[src/rtl/btffa_pkg.sv]
package btffa_pkg;

    typedef logic [4:0] cmd_t;

    localparam cmd_t CMD_NOP       = 5'd0;
    localparam cmd_t CMD_CLR       = 5'd1;
    localparam cmd_t CMD_INIT_H    = 5'd2;
    localparam cmd_t CMD_INIT_F    = 5'd3;
    localparam cmd_t CMD_ACCEPT    = 5'd4;
    localparam cmd_t CMD_RD_HS     = 5'd5;
    localparam cmd_t CMD_RD_FT     = 5'd6;
    localparam cmd_t CMD_NEXT      = 5'd7;
    localparam cmd_t CMD_TAKE      = 5'd8;
    localparam cmd_t CMD_SPLIT1    = 5'd9;
    localparam cmd_t CMD_SPLIT2    = 5'd10;
    localparam cmd_t CMD_SPLIT3    = 5'd11;
    localparam cmd_t CMD_SPLIT4    = 5'd12;
    localparam cmd_t CMD_SET_BIG   = 5'd13;
    localparam cmd_t CMD_SET_NOFIT = 5'd14;
    localparam cmd_t CMD_F_CLR_FT  = 5'd15;
    localparam cmd_t CMD_F_RD_LF   = 5'd16;
    localparam cmd_t CMD_F_RD_LH   = 5'd17;
    localparam cmd_t CMD_F_WR_LH   = 5'd18;
    localparam cmd_t CMD_F_WR_LF   = 5'd19;
    localparam cmd_t CMD_F_RD_NS   = 5'd20;
    localparam cmd_t CMD_F_RD_NF   = 5'd21;
    localparam cmd_t CMD_F_WR_NF   = 5'd22;
    localparam cmd_t CMD_F_WR_NH   = 5'd23;
    localparam cmd_t CMD_OUT       = 5'd24;

    localparam logic [1:0] ST_DONE  = 2'd0;
    localparam logic [1:0] ST_BIG   = 2'd1;
    localparam logic [1:0] ST_NOFIT = 2'd2;

    typedef struct packed {
        cmd_t cmd;
    } ctrl_t;

    typedef struct packed {
        logic clr_last;
        logic is_free;
        logic req_big;
        logic reg_bad;
        logic pos_end;
        logic hs_bad;
        logic fit;
        logic split;
        logic ft_match;
        logic p_zero;
        logic lf_ok;
        logic q_end;
        logic ns_bad;
        logic nf_even;
        logic out_free;
    } stat_t;

endpackage

[src/rtl/btffa_ctrl.sv]
module btffa_ctrl (
    input  logic              clk,
    input  logic              rst_n,
    input  logic              in_valid,
    output logic              in_ready,
    input  btffa_pkg::stat_t  stat,
    output btffa_pkg::ctrl_t  ctrl
);

    localparam logic [4:0] S_CLR    = 5'd0;
    localparam logic [4:0] S_INIT_H = 5'd1;
    localparam logic [4:0] S_INIT_F = 5'd2;
    localparam logic [4:0] S_IDLE   = 5'd3;
    localparam logic [4:0] S_ENTRY  = 5'd4;
    localparam logic [4:0] S_A_TEST = 5'd5;
    localparam logic [4:0] S_A_HS   = 5'd6;
    localparam logic [4:0] S_A_FT   = 5'd7;
    localparam logic [4:0] S_A_SP2  = 5'd8;
    localparam logic [4:0] S_A_SP3  = 5'd9;
    localparam logic [4:0] S_A_SP4  = 5'd10;
    localparam logic [4:0] S_F_SZ   = 5'd11;
    localparam logic [4:0] S_F_FT   = 5'd12;
    localparam logic [4:0] S_F_LFRD = 5'd13;
    localparam logic [4:0] S_F_LF   = 5'd14;
    localparam logic [4:0] S_F_LH   = 5'd15;
    localparam logic [4:0] S_F_LFW  = 5'd16;
    localparam logic [4:0] S_F_Q    = 5'd17;
    localparam logic [4:0] S_F_NS   = 5'd18;
    localparam logic [4:0] S_F_NF   = 5'd19;
    localparam logic [4:0] S_F_NH   = 5'd20;
    localparam logic [4:0] S_DONE   = 5'd21;

    logic [4:0] state_reg;
    logic [4:0] state_next;

    assign in_ready = (state_reg == S_IDLE);

    always_ff @(posedge clk or negedge rst_n)
    begin
        if (!rst_n)
        begin
            state_reg <= S_CLR;
        end
        else
        begin
            state_reg <= state_next;
        end
    end

    always_comb
    begin
        state_next = state_reg;
        ctrl.cmd   = btffa_pkg::CMD_NOP;
        unique case (state_reg)
            S_CLR:
            begin
                ctrl.cmd = btffa_pkg::CMD_CLR;
                if (stat.clr_last)
                begin
                    state_next = S_INIT_H;
                end
            end
            S_INIT_H:
            begin
                ctrl.cmd   = btffa_pkg::CMD_INIT_H;
                state_next = S_INIT_F;
            end
            S_INIT_F:
            begin
                ctrl.cmd   = btffa_pkg::CMD_INIT_F;
                state_next = S_IDLE;
            end
            S_IDLE:
            begin
                if (in_valid)
                begin
                    ctrl.cmd   = btffa_pkg::CMD_ACCEPT;
                    state_next = S_ENTRY;
                end
            end
            S_ENTRY:
            begin
                priority if (!stat.is_free && stat.req_big)
                begin
                    ctrl.cmd   = btffa_pkg::CMD_SET_BIG;
                    state_next = S_DONE;
                end
                else if (!stat.is_free)
                begin
                    state_next = S_A_TEST;
                end
                else if (stat.reg_bad)
                begin
                    state_next = S_DONE;
                end
                else
                begin
                    ctrl.cmd   = btffa_pkg::CMD_RD_HS;
                    state_next = S_F_SZ;
                end
            end
            S_A_TEST:
            begin
                if (stat.pos_end)
                begin
                    ctrl.cmd   = btffa_pkg::CMD_SET_NOFIT;
                    state_next = S_DONE;
                end
                else
                begin
                    ctrl.cmd   = btffa_pkg::CMD_RD_HS;
                    state_next = S_A_HS;
                end
            end
            S_A_HS:
            begin
                if (stat.hs_bad)
                begin
                    ctrl.cmd   = btffa_pkg::CMD_SET_NOFIT;
                    state_next = S_DONE;
                end
                else
                begin
                    ctrl.cmd   = btffa_pkg::CMD_RD_FT;
                    state_next = S_A_FT;
                end
            end
            S_A_FT:
            begin
                priority if (stat.fit && stat.split)
                begin
                    ctrl.cmd   = btffa_pkg::CMD_SPLIT1;
                    state_next = S_A_SP2;
                end
                else if (stat.fit)
                begin
                    ctrl.cmd   = btffa_pkg::CMD_TAKE;
                    state_next = S_DONE;
                end
                else
                begin
                    ctrl.cmd   = btffa_pkg::CMD_NEXT;
                    state_next = S_A_TEST;
                end
            end
            S_A_SP2:
            begin
                ctrl.cmd   = btffa_pkg::CMD_SPLIT2;
                state_next = S_A_SP3;
            end
            S_A_SP3:
            begin
                ctrl.cmd   = btffa_pkg::CMD_SPLIT3;
                state_next = S_A_SP4;
            end
            S_A_SP4:
            begin
                ctrl.cmd   = btffa_pkg::CMD_SPLIT4;
                state_next = S_DONE;
            end
            S_F_SZ:
            begin
                if (stat.hs_bad)
                begin
                    state_next = S_DONE;
                end
                else
                begin
                    ctrl.cmd   = btffa_pkg::CMD_RD_FT;
                    state_next = S_F_FT;
                end
            end
            S_F_FT:
            begin
                priority if (!stat.ft_match)
                begin
                    state_next = S_DONE;
                end
                else if (stat.p_zero)
                begin
                    ctrl.cmd   = btffa_pkg::CMD_F_CLR_FT;
                    state_next = S_F_Q;
                end
                else
                begin
                    ctrl.cmd   = btffa_pkg::CMD_F_CLR_FT;
                    state_next = S_F_LFRD;
                end
            end
            S_F_LFRD:
            begin
                ctrl.cmd   = btffa_pkg::CMD_F_RD_LF;
                state_next = S_F_LF;
            end
            S_F_LF:
            begin
                if (stat.lf_ok)
                begin
                    ctrl.cmd   = btffa_pkg::CMD_F_RD_LH;
                    state_next = S_F_LH;
                end
                else
                begin
                    state_next = S_F_Q;
                end
            end
            S_F_LH:
            begin
                ctrl.cmd   = btffa_pkg::CMD_F_WR_LH;
                state_next = S_F_LFW;
            end
            S_F_LFW:
            begin
                ctrl.cmd   = btffa_pkg::CMD_F_WR_LF;
                state_next = S_F_Q;
            end
            S_F_Q:
            begin
                if (stat.q_end)
                begin
                    state_next = S_DONE;
                end
                else
                begin
                    ctrl.cmd   = btffa_pkg::CMD_F_RD_NS;
                    state_next = S_F_NS;
                end
            end
            S_F_NS:
            begin
                if (stat.ns_bad)
                begin
                    state_next = S_DONE;
                end
                else
                begin
                    ctrl.cmd   = btffa_pkg::CMD_F_RD_NF;
                    state_next = S_F_NF;
                end
            end
            S_F_NF:
            begin
                if (stat.nf_even)
                begin
                    ctrl.cmd   = btffa_pkg::CMD_F_WR_NF;
                    state_next = S_F_NH;
                end
                else
                begin
                    state_next = S_DONE;
                end
            end
            S_F_NH:
            begin
                ctrl.cmd   = btffa_pkg::CMD_F_WR_NH;
                state_next = S_DONE;
            end
            S_DONE:
            begin
                if (stat.out_free)
                begin
                    ctrl.cmd   = btffa_pkg::CMD_OUT;
                    state_next = S_IDLE;
                end
            end
            default:
            begin
                state_next = S_IDLE;
            end
        endcase
    end

endmodule

[config.mk]
export PLATFORM = sky130hd
export DESIGN_NAME = btffa_ctrl
export DESIGN_NICKNAME = d
export VERILOG_FILES = /design/src/rtl/btffa_pkg.sv /design/src/rtl/btffa_ctrl.sv
export SDC_FILE = /design/constraint.sdc
export NUM_CORES = 1
export LEC_CHECK = 0
export ABC_CLOCK_PERIOD_IN_PS = 3400
export BUFFER_PORTS_ARGS = -buffer_cell sky130_fd_sc_hd__buf_2
export CAP_MARGIN = 15
export CORE_MARGIN = 4
export CORE_UTILIZATION = 54
export DETAILED_ROUTE_END_ITERATION = 6
export PLACE_DENSITY = 0.79
export SLEW_MARGIN = 20
export SYNTH_ARGS = -nofsm -noshare
export SYNTH_HDL_FRONTEND = slang
export SYNTH_SLANG_ARGS = --single-unit
[constraint.sdc]
create_clock -name clk -period 3.4 [get_ports clk]
set_clock_uncertainty 0.2 [all_clocks]
set_input_delay 0.68 -clock clk [delete_from_list [all_inputs] [get_ports clk]]
set_output_delay 0.68 -clock clk [all_outputs]
set_load 0.01 [all_outputs]
# Word-level counts from Yosys, hierarchy flattened

Index checks and enable logic that the tools add are counted.

Bits in registers: 5
Input port bits: 18
Output and inout port bits: 6
Word-level logic and storage cells: 65

Equality and inequality tests: 24
Muxes and demuxes: 34
Reduce and logical (&&, ||, !) cells: 6

Operators by type and width:

| cell               | count |
|---|---|
| $pmux 5 s22        | 1 |
| $pmux 5 s20        | 1 |
| $mux 5             | 19 |
| $eq 5x4->1 const B | 8 |
| $eq 5x5->1 const B | 6 |
| $mux 4             | 6 |
| $eq 5x3->1 const B | 4 |
| $mux 3             | 6 |
| $eq 5x2->1 const B | 2 |
| $ne 2x2->1 const B | 3 |
| $eq 5x1->1 const B | 1 |
| $logic_not 5->1    | 1 |
| $reduce_and 3->1   | 1 |
| $logic_and 1x1->1  | 2 |
| $reduce_or 2->1    | 1 |
| $logic_not 1->1    | 1 |
| $mux 1             | 1 |

# Longest topological paths before layout

Word-level depth: 4
Depth in mapped cells: 7
Gate-level depth less buffers: 4

# Least setup slack after synthesis

OpenSTA, ideal clock, no wires.

Path kind: input to output
Start: in stat[12] (netlist bit)
End: out ctrl[2] (netlist bit)
Arrival time: 1.624 ns
Data required time: 2.520 ns
Setup slack: 0.896 ns
Cell stages on the path: 4
Buffers on the path: 0
Path through: nor2b_1 -> a31oi_1 -> o22ai_1 -> or4_1

RTL lines:

| what            | RTL line        | source |
|---|---|---|
| start, declared | btffa_ctrl.sv:6 | `input btffa_pkg::stat_t stat,` |
| end, declared   | btffa_ctrl.sv:7 | `output btffa_pkg::ctrl_t ctrl` |

==> results by group <==
Routing
  – DR iter-0 viols: between 70 and 80
  – Vias: approximately 1400
  – Post-DRT Antenna Nets: 0
  – Routed len/inst: about 17 um
  – Via density per instance: 6.80
  – Drt first pass iters: 4
  – DR DRC count: 0
  – Total Wirelength: approximately 3.5 mm

Outcome
  – Status: completed

Critical path
  – Worst EP required: around 2500 ps
  – Critical Path Sink Type: primary output
  – CP startpoint: state_reg[4]
  – R2R Path End: state_reg[1]
  – FF-to-FF setup slack: ~1200 ps
  – RR Startpoint: state_reg[1]
  – Crit Path Class: reg -> out
  – Max stage delay cell, worst path: dfrtp_1
  – Crit path cell chain: nand2b_1 -> nor2_1 -> a32o_1 -> or4_1 -> buf_2
  – R2R cell count: 5
  – Max stage delay on crit path: about 750 ps
  – WP data arrival: 2250 ps
  – Crit Path Max Fanout: 23
  – Startpoint types: flop

Placement
  – GP Congestion: around 1
  – Placed cells: between 150 and 200
  – Port buffer count: 23
  – DP HPWL: 2.58 mm

Global route
  – First-pass GRT wire length: 5.58 mm
  – Global-route usage over all layers: a little over a quarter
  – Grt total ovfl: 0
  – Vias in the first global route: 1171
  – Largest net degree at the start of global routing: 25
  – Initial antenna violation count: 0

Yosys
  – Post-Syn Area: approximately 1100 um^2
  – Mapped Cells: 155
  – Mean post-synth cell area: a little over 7 um^2
  – Number of flops mapped to enable cells by yosys: 0
  – Async SR Flop Fraction: between 90% and 100%
  – Post-synthesis sequential area ratio: between 10% and 20%
  – Post-synth cell types: 55
  – Synth warn: 0
  – Top_reg_cell synth: dfrtp_1
  – Register bit count reported by yosys: 5
  – Syn nets: 173

Timing
  – Max_slew headroom: 57.1%
  – Final setup fails: 0
  – Minimum clock period: about 3100 ps
  – Fmax: 319 MHz
  – Slew @ Worst Pin: between 600 and 700 ps
  – RSZ-0062 raised after global routing: no
  – Total negative slack: 0 ps
  – Count of final hold-check violations: 0
  – Fin. max-slew vios: 0
  – Final Cycle Share: approximately 92%

Layout
  – Max reg flops: 5
  – Fin cells: 200
  – Ant. Diodes: 0
  – Layout cell share with drive strength beyond 1: around 22%
  – # nets final: approximately 190
  – Fin util: between 60% and 70%
  – P&R area growth vs syn: 12.8%

CTS
  – CTS tree: done
  – Clk buf depth: 2
  – CTS sink cnt: 5
  – CTS root buffer: clkbuf_4
  – Post-CTS Setup Inserts: 0
  – CTS resizes: 0
  – Clock Pin Slew Worst Setup and Hold Paths: 40 ps
  – Hold-fix buffers, CTS: 0
  – Clock latency on the worst-skew pair: roughly 240 ps
  – Cts bufs inserted: 3
  – Htree depth: 1

Floorplanning
  – Core Region: 1940 um^2
  – Std-Cell Rows: 16
  – Die Height: roughly 53 um
  – Die area: approximately 2800 um^2
  – Starting Density: 56.4%
  – Die X: 53.1 um
  – I/O Pins: 24

Power
  – P per Cell Area: 935 nW/um^2
  – Pleak: between 0.5 and 0.6 nW
  – Worst vdd ir: about 0.00064 V
  – Pwr Total: approximately 0.0012 W

Min path
  – Worst Hold Class: in -> async

Job
  – Max-Cap Viols: 0
[synthesized netlist by cell type, types with 2 or more instances]
cell type | number | share of area, %
nand2b_1 | 11 | 6.3
a21oi_1 | 10 | 4.6
buf_2 | 10 | 4.6
inv_1 | 8 | 2.7
nor2_1 | 8 | 2.7
a31oi_1 | 6 | 3.4
nand2_1 | 6 | 2.1
o21ai_0 | 6 | 2.7
dfrtp_1 | 5 | 11
a211o_1 | 4 | 3.2
nand3b_1 | 4 | 2.7
nor2b_1 | 4 | 2.3
nor3_1 | 4 | 1.8
o22ai_1 | 4 | 2.3
a32oi_1 | 3 | 2.4
and2_1 | 3 | 1.7
and3b_1 | 3 | 2.4
nand3_1 | 3 | 1.4
nor3b_1 | 3 | 2.1
or3b_1 | 3 | 2.4
a2111oi_0 | 2 | 1.6
a211oi_1 | 2 | 1.4
a21boi_0 | 2 | 1.4
a21o_1 | 2 | 1.4
a221oi_1 | 2 | 1.6
a311oi_1 | 2 | 1.6
and3_1 | 2 | 1.1
buf_4 | 2 | 1.4
clkbuf_1 | 2 | 0.69
nand4b_1 | 2 | 1.6
o211ai_1 | 2 | 1.4
or2_2 | 2 | 1.1
[per-stage QoR]
stage | worst slack [ps] | hold WS, ps | cell area [um^2]
floorplan | 896 | 184 | 1100
global placement | 597 | 296 | 1210
detailed placement | 568 | 299 | 1210
CTS | 300 | 38.6 | 1240
global route | 156 | 33.1 | 1240
finish | 268 | 42.6 | 1240
[cells in the final DEF (no fill, tap or decap), types with 4 or more instances in the layout]
| cell type | instances |
|---|---|
| a211o_1 | 4 |
| a21oi_1 | 10 |
| a31oi_1 | 6 |
| buf_2 | 23 |
| buf_4 | 5 |
| dfrtp_1 | 5 |
| inv_1 | 8 |
| nand2_1 | 6 |
| nand2b_1 | 11 |
| nand3b_1 | 4 |
| nor2_1 | 8 |
| nor2b_1 | 4 |
| nor3_1 | 4 |
| o21ai_0 | 6 |
| o22ai_1 | 4 |
[worst max-delay path, delay by kind of cell (launching register included)]
family / cells / cell delay [ps]
simple gates: 3 / 880
flops: 1 / 750
compound gates: 1 / 220
buf+inv: 1 / 150
[metal layers]
metal / vias to the layer above / global-route usage, % / share of wire (%)
li1: 642 / - / -
met1: 631 / 37.6 / 42
met2: 80 / 42.4 / 46
met3: 6 / 3.66 / 10
met4: 0 / 5.11 / 1.7
met5: - / 0 / 0
[logic make-up after synthesis]
family | count (synthesis) | share of synthesized area, %
AND/OR/NAND/NOR | 65 | 37.4
AO/OA/AOI/OAI | 61 | 40.1
buffers and inverters | 22 | 9.36
flip-flops | 5 | 11.4
XOR/XNOR | 1 | 0.799
multiplexers | 1 | 0.913
[worst max path at each step]
stage | end | slack (ps) | cells after the start
3_5_place_dp | ctrl[2] | 570 | 5
3_3_place_gp | ctrl[2] | 600 | 5
4_1_cts | ctrl[2] | 300 | 5
6_report | ctrl[2] | 270 | 5
2_1_floorplan | ctrl[2] | 900 | 4
5_1_grt | ctrl[2] | 160 | 5
[final cells by class]
cell class	instances	area [um^2]
Multi-Input combinational cell	128	868
Fill cell	184	706
Timing Repair Buffer	28	153
Sequential cell	5	125
Tap cell	27	33.8
Inverter	8	30.0
Clock buffer	4	26.3
[power by group]
part	leakage [nW]	internal, W	switching [W]
clock	0.0150	0.0000444	0.0000250
combinational	0.456	0.000398	0.000475
sequential	0.0622	0.0000885	0.000125
total	0.533	0.000531	0.000625
No activity file was read; power rests on OpenSTA's default activity.
